File: src/rtl/csm_pkg.sv
`default_nettype none
package csm_pkg;
    localparam int PARTICLES    = 1024;
    localparam int MAX_SLOTS    = 16;
    localparam int WALL_ID_BITS = 8;

    localparam int PART_BITS = $clog2(PARTICLES);
    localparam int IDX_W     = (MAX_SLOTS > 1) ? $clog2(MAX_SLOTS) : 1;
    localparam int CNT_W     = $clog2(MAX_SLOTS + 1);
    localparam int ROW_W     = CNT_W + MAX_SLOTS * WALL_ID_BITS;

    // result kinds
    localparam logic [1:0] KIND_MOVE     = 2'd0;
    localparam logic [1:0] KIND_ASSIGN   = 2'd1;
    localparam logic [1:0] KIND_CLEAR    = 2'd2;
    localparam logic [1:0] KIND_OVERFLOW = 2'd3;

    typedef struct packed {
        logic [9:0] particle;
        logic [7:0] wall_id;
        logic       empty_req;
        logic       last;
    } t_in_item;

    typedef struct packed {
        logic [1:0] kind;
        logic [3:0] contact_index;
        logic [3:0] slot;
        logic [3:0] source_slot;
        logic       fresh;
        logic       done_res;
    } t_result;

    // queue head as seen by the back end
    typedef struct packed {
        logic     valid;
        t_in_item item;
    } t_q_head;
endpackage
`default_nettype wire

File: src/rtl/csm_front.sv
`default_nettype none
module csm_front
    import csm_pkg::*;
(
    input  wire logic     i_clk,
    input  wire logic     i_rst_n,
    input  wire logic     i_push,
    input  wire t_in_item i_item,
    input  wire logic     i_pop,
    output t_q_head       o_head,
    output logic          o_full
);
    t_in_item   r_q [2];
    logic       r_wp, r_rp;
    logic [1:0] r_cnt;

    // two-entry transaction queue
    always_ff @(posedge i_clk) begin
        if (!i_rst_n) begin
            r_wp  <= 1'b0;
            r_rp  <= 1'b0;
            r_cnt <= 2'd0;
        end else begin
            if (i_push) begin
                r_q[r_wp] <= i_item;
                r_wp      <= ~r_wp;
            end
            if (i_pop) begin
                r_rp <= ~r_rp;
            end
            r_cnt <= r_cnt + {1'b0, i_push} - {1'b0, i_pop};
        end
    end

    assign o_head.valid = (r_cnt != 2'd0);
    assign o_head.item  = r_q[r_rp];
    assign o_full       = (r_cnt == 2'd2);
endmodule
`default_nettype wire

File: config.mk
export PLATFORM = sky130hd
export DESIGN_NAME = csm_front
export DESIGN_NICKNAME = d
export VERILOG_FILES = /design/src/rtl/csm_pkg.sv /design/src/rtl/csm_front.sv
export SDC_FILE = /design/constraint.sdc
export NUM_CORES = 1
export LEC_CHECK = 0
export BUFFER_PORTS_ARGS = -buffer_cell sky130_fd_sc_hd__buf_2
export CELL_PAD_IN_SITES_DETAIL_PLACEMENT = 1
export CELL_PAD_IN_SITES_GLOBAL_PLACEMENT = 2
export CORE_ASPECT_RATIO = 1.2
export CORE_MARGIN = 4
export CORE_UTILIZATION = 41
export CTS_BUF_LIST = sky130_fd_sc_hd__clkbuf_4
export CTS_CLUSTER_DIAMETER = 200
export DETAILED_ROUTE_END_ITERATION = 7
export GPL_TIMING_DRIVEN = 0
export PLACE_DENSITY_LB_ADDON = 0.25
export SKIP_CTS_REPAIR_TIMING = 1
export SLEW_MARGIN = 20
export SYNTH_ARGS = -nofsm -noshare
export SYNTH_HDL_FRONTEND = slang
export SYNTH_SLANG_ARGS = --single-unit
File: constraint.sdc
create_clock -name i_clk -period 5 [get_ports i_clk]
set_clock_uncertainty 0.1 [all_clocks]
set_input_delay 0.25 -clock i_clk [delete_from_list [all_inputs] [get_ports i_clk]]
set_output_delay 0.25 -clock i_clk [all_outputs]
set_load 0.05 [all_outputs]
==> impl_metrics.yaml <==
logic_synthesis:
  synth_cells: 84
  yosysSeqAreaShare: 0.778
  netlist_area_sq_um: 1670
  synth_top_cell_by_area: "edfxtp_1"
  synth_top_area_share: 0.719
  synth_seq_cells: 45
  yosysWarnings: 0
  synth_nets: 110
  avgSynthCellArea_sq_um: 19.9
  yosys-top-cells-area: "edfxtp_1 72%, mux2_1 13%, dfxtp_1 6.0%"
  synth_cell_types: 14
power:
  powerDensity_nw_per_um2: 360
  irDropWorstVdd_mv: 0.168
  p_leak_uw: 0.000886
sta:
  drv_slew: 0
  hold_violations: 0
  period_share: 0.362
  relSlewSlack: 0.367
  fmax_mhz: 552
  fin_setup_tns_ns: 0
  finalWorstSetupSlack_ns: 3.19
  worst_pin_slew_ns: 0.949
  rsz0062_at_grt: "false"
  setup_viol: 0
  post-route-min-period_ns: 1.81
min_path:
  min_from: "i_rst_n"
  hold_path_class: "in2reg"
clock_network:
  clk_pin_slew_ns: 0.11
  clock_latency_ns: 0.33
  clkSinkCount: 45
  cts_max_level: 2
  cts-buffers-inserted: 5
  cts_buffer_depth: 2
  cts-root-buf: "clkbuf_4"
  cts_tree: "yes"
route:
  drtAntennaViolNets: 0
  vias: 963
  firstDrtPassIters: 4
  post_drt_wl_per_cell_um: 15.0
  drt_iter0_drc: 10
  drc: 0
  wl_mm: 3.18
  vias_per_cell: 4.54
floorplanning:
  io_pins: 46
  die-area_sq_um: 5170
  fp.dieH_um: 77.9
  fp.dieW_um: 66.3
  rows: 25
  core_sq_um: 3940
  start_util: 0.424
finish:
  nNetsFinal: 183
  multi_input_area_sq_um: 350
  area_growth_pct: 35.0
  nFillCells: 395
  drive_above_1_share: 0.354
  most-common-layout-cells: "45 x buf_2, 40 x edfxtp_1, 20 x mux2_1, 20 x dlygate4sd3_1, 6 x clkbuf_4"
  diodes: 0
  seqCellArea_sq_um: 1300
  final_common_cell: "buf_2"
setup_path:
  r2r_slack_ns: 3.33
  critical_path_required_ns: 4.65
  critPathKind: "reg2out"
  crit_fanout: 10
  r2r_end: "r_q[1][9]"
  cp.arrival_ns: 1.46
  ff2ff_path_depth: 1
  endpoint_kind: "output port"
  crit_path_end: "o_head[19]"
  r2r_start: "r_wp"
  start_kind: "register"
outcome:
  outcome: "finished, final reports clean"
global_routing:
  grt_pass1_vias: 995
  grtUsageTotal: 0.121
  antenna_found_initial: 0
  grt_overflow: 0
  grt_start_max_net_pins: 21
  grt_first_pass_wirelength_mm: 4.53
placed_design:
  place_congestion: 0.608
  io_buffers: 45
  detailedPlacementHpwl_mm: 2.07
  dp_slack_ns: 3.28
job:
  max_cap_violations: 0
final cells by class:
type | instances | area share
inverters | 2 | 0.00333
clock buffers | 6 | 0.0200
well taps | 54 | 0.0299
multi-input cells | 35 | 0.155
clock inverters | 2 | 0.0150
flip-flops and latches | 45 | 0.576
plain buffers | 2 | 0.00665
repair buffers | 66 | 0.193
worst min-delay path by stage:
stage                       to  slack (ns)  cells past startpoint
finish                    r_wp         0.1                      2
global route          r_cnt[1]        0.08                      2
CTS                 r_q[1][10]       -0.03                      1
detailed placement   r_q[0][9]        0.34                      1
global placement    r_q[0][17]        0.34                      1
floorplan            r_q[0][0]        0.25                      0
sequential cells by signal, summed over array words and instances, names as in the netlist, named ones only:
| signal | count |
|---|---|
| r_wp | 1 |
| r_q | 40 |
| r_rp | 1 |
| r_cnt | 2 |
report_power, final:
group,switching (uW),internal [uW]
clock network,103,110
registers,7.08,429
logic,107,56.9
worst max-delay path: stages (launching register included):
cell	delay, ns
dfxtp_1	0.35
buf_4	0.20
mux2_1	0.35
buf_2	0.22
per-stage QoR:
| step | utilization | area [sq um] | std cells | total power [uW] | hold WS, ns |
|---|---|---|---|---|---|
| after detailed placement | 0.502 | 1980 | 184 | 598 | 0.344 |
| after floorplan | - | 1670 | 84 | 556 | 0.249 |
| final | 0.573 | 2260 | 212 | 813 | 0.0999 |
| after global routing | 0.573 | 2260 | 212 | 856 | 0.0776 |
| after CTS | 0.522 | 2060 | 192 | 812 | -0.0299 |
| after global placement | 0.498 | 1960 | 183 | 590 | 0.339 |
cell families (layout without fill, tap and decap cells):
group | count (synthesis) | after routing | synth area share
muxes | 20 | 20 | 0.135
adders and majority gates | 2 | 2 | 0.0150
and+or+nand+nor | 10 | 10 | 0.0344
DFF | 45 | 45 | 0.778
buffers and inverters | 4 | 78 | 0.0135
xor gates and xnor gates | 3 | 3 | 0.0240
synth_stat cells:
library cell   n
mux2_1        20
nor2b_1        2
xor2_1         2
inv_1          2
buf_4          2
and3_1         1
nor2_1         1
nand2_1        1
ha_1           2
or2_1          1
dfxtp_1        5
and2_1         4
xnor3_1        1
edfxtp_1      40
layer usage:
metal | track usage | up-vias | routed length, um | share of wire
li1 | - | 460 | - | -
met1 | 0.112 | 475 | 1050 | 0.33
met2 | 0.226 | 24 | 1940 | 0.61
met3 | 0.0478 | 4 | 141 | 0.044
met4 | 0.0488 | 0 | 43 | 0.014
met5 | 0 | - | 0 | 0
(Power assumes the default switching activity.)
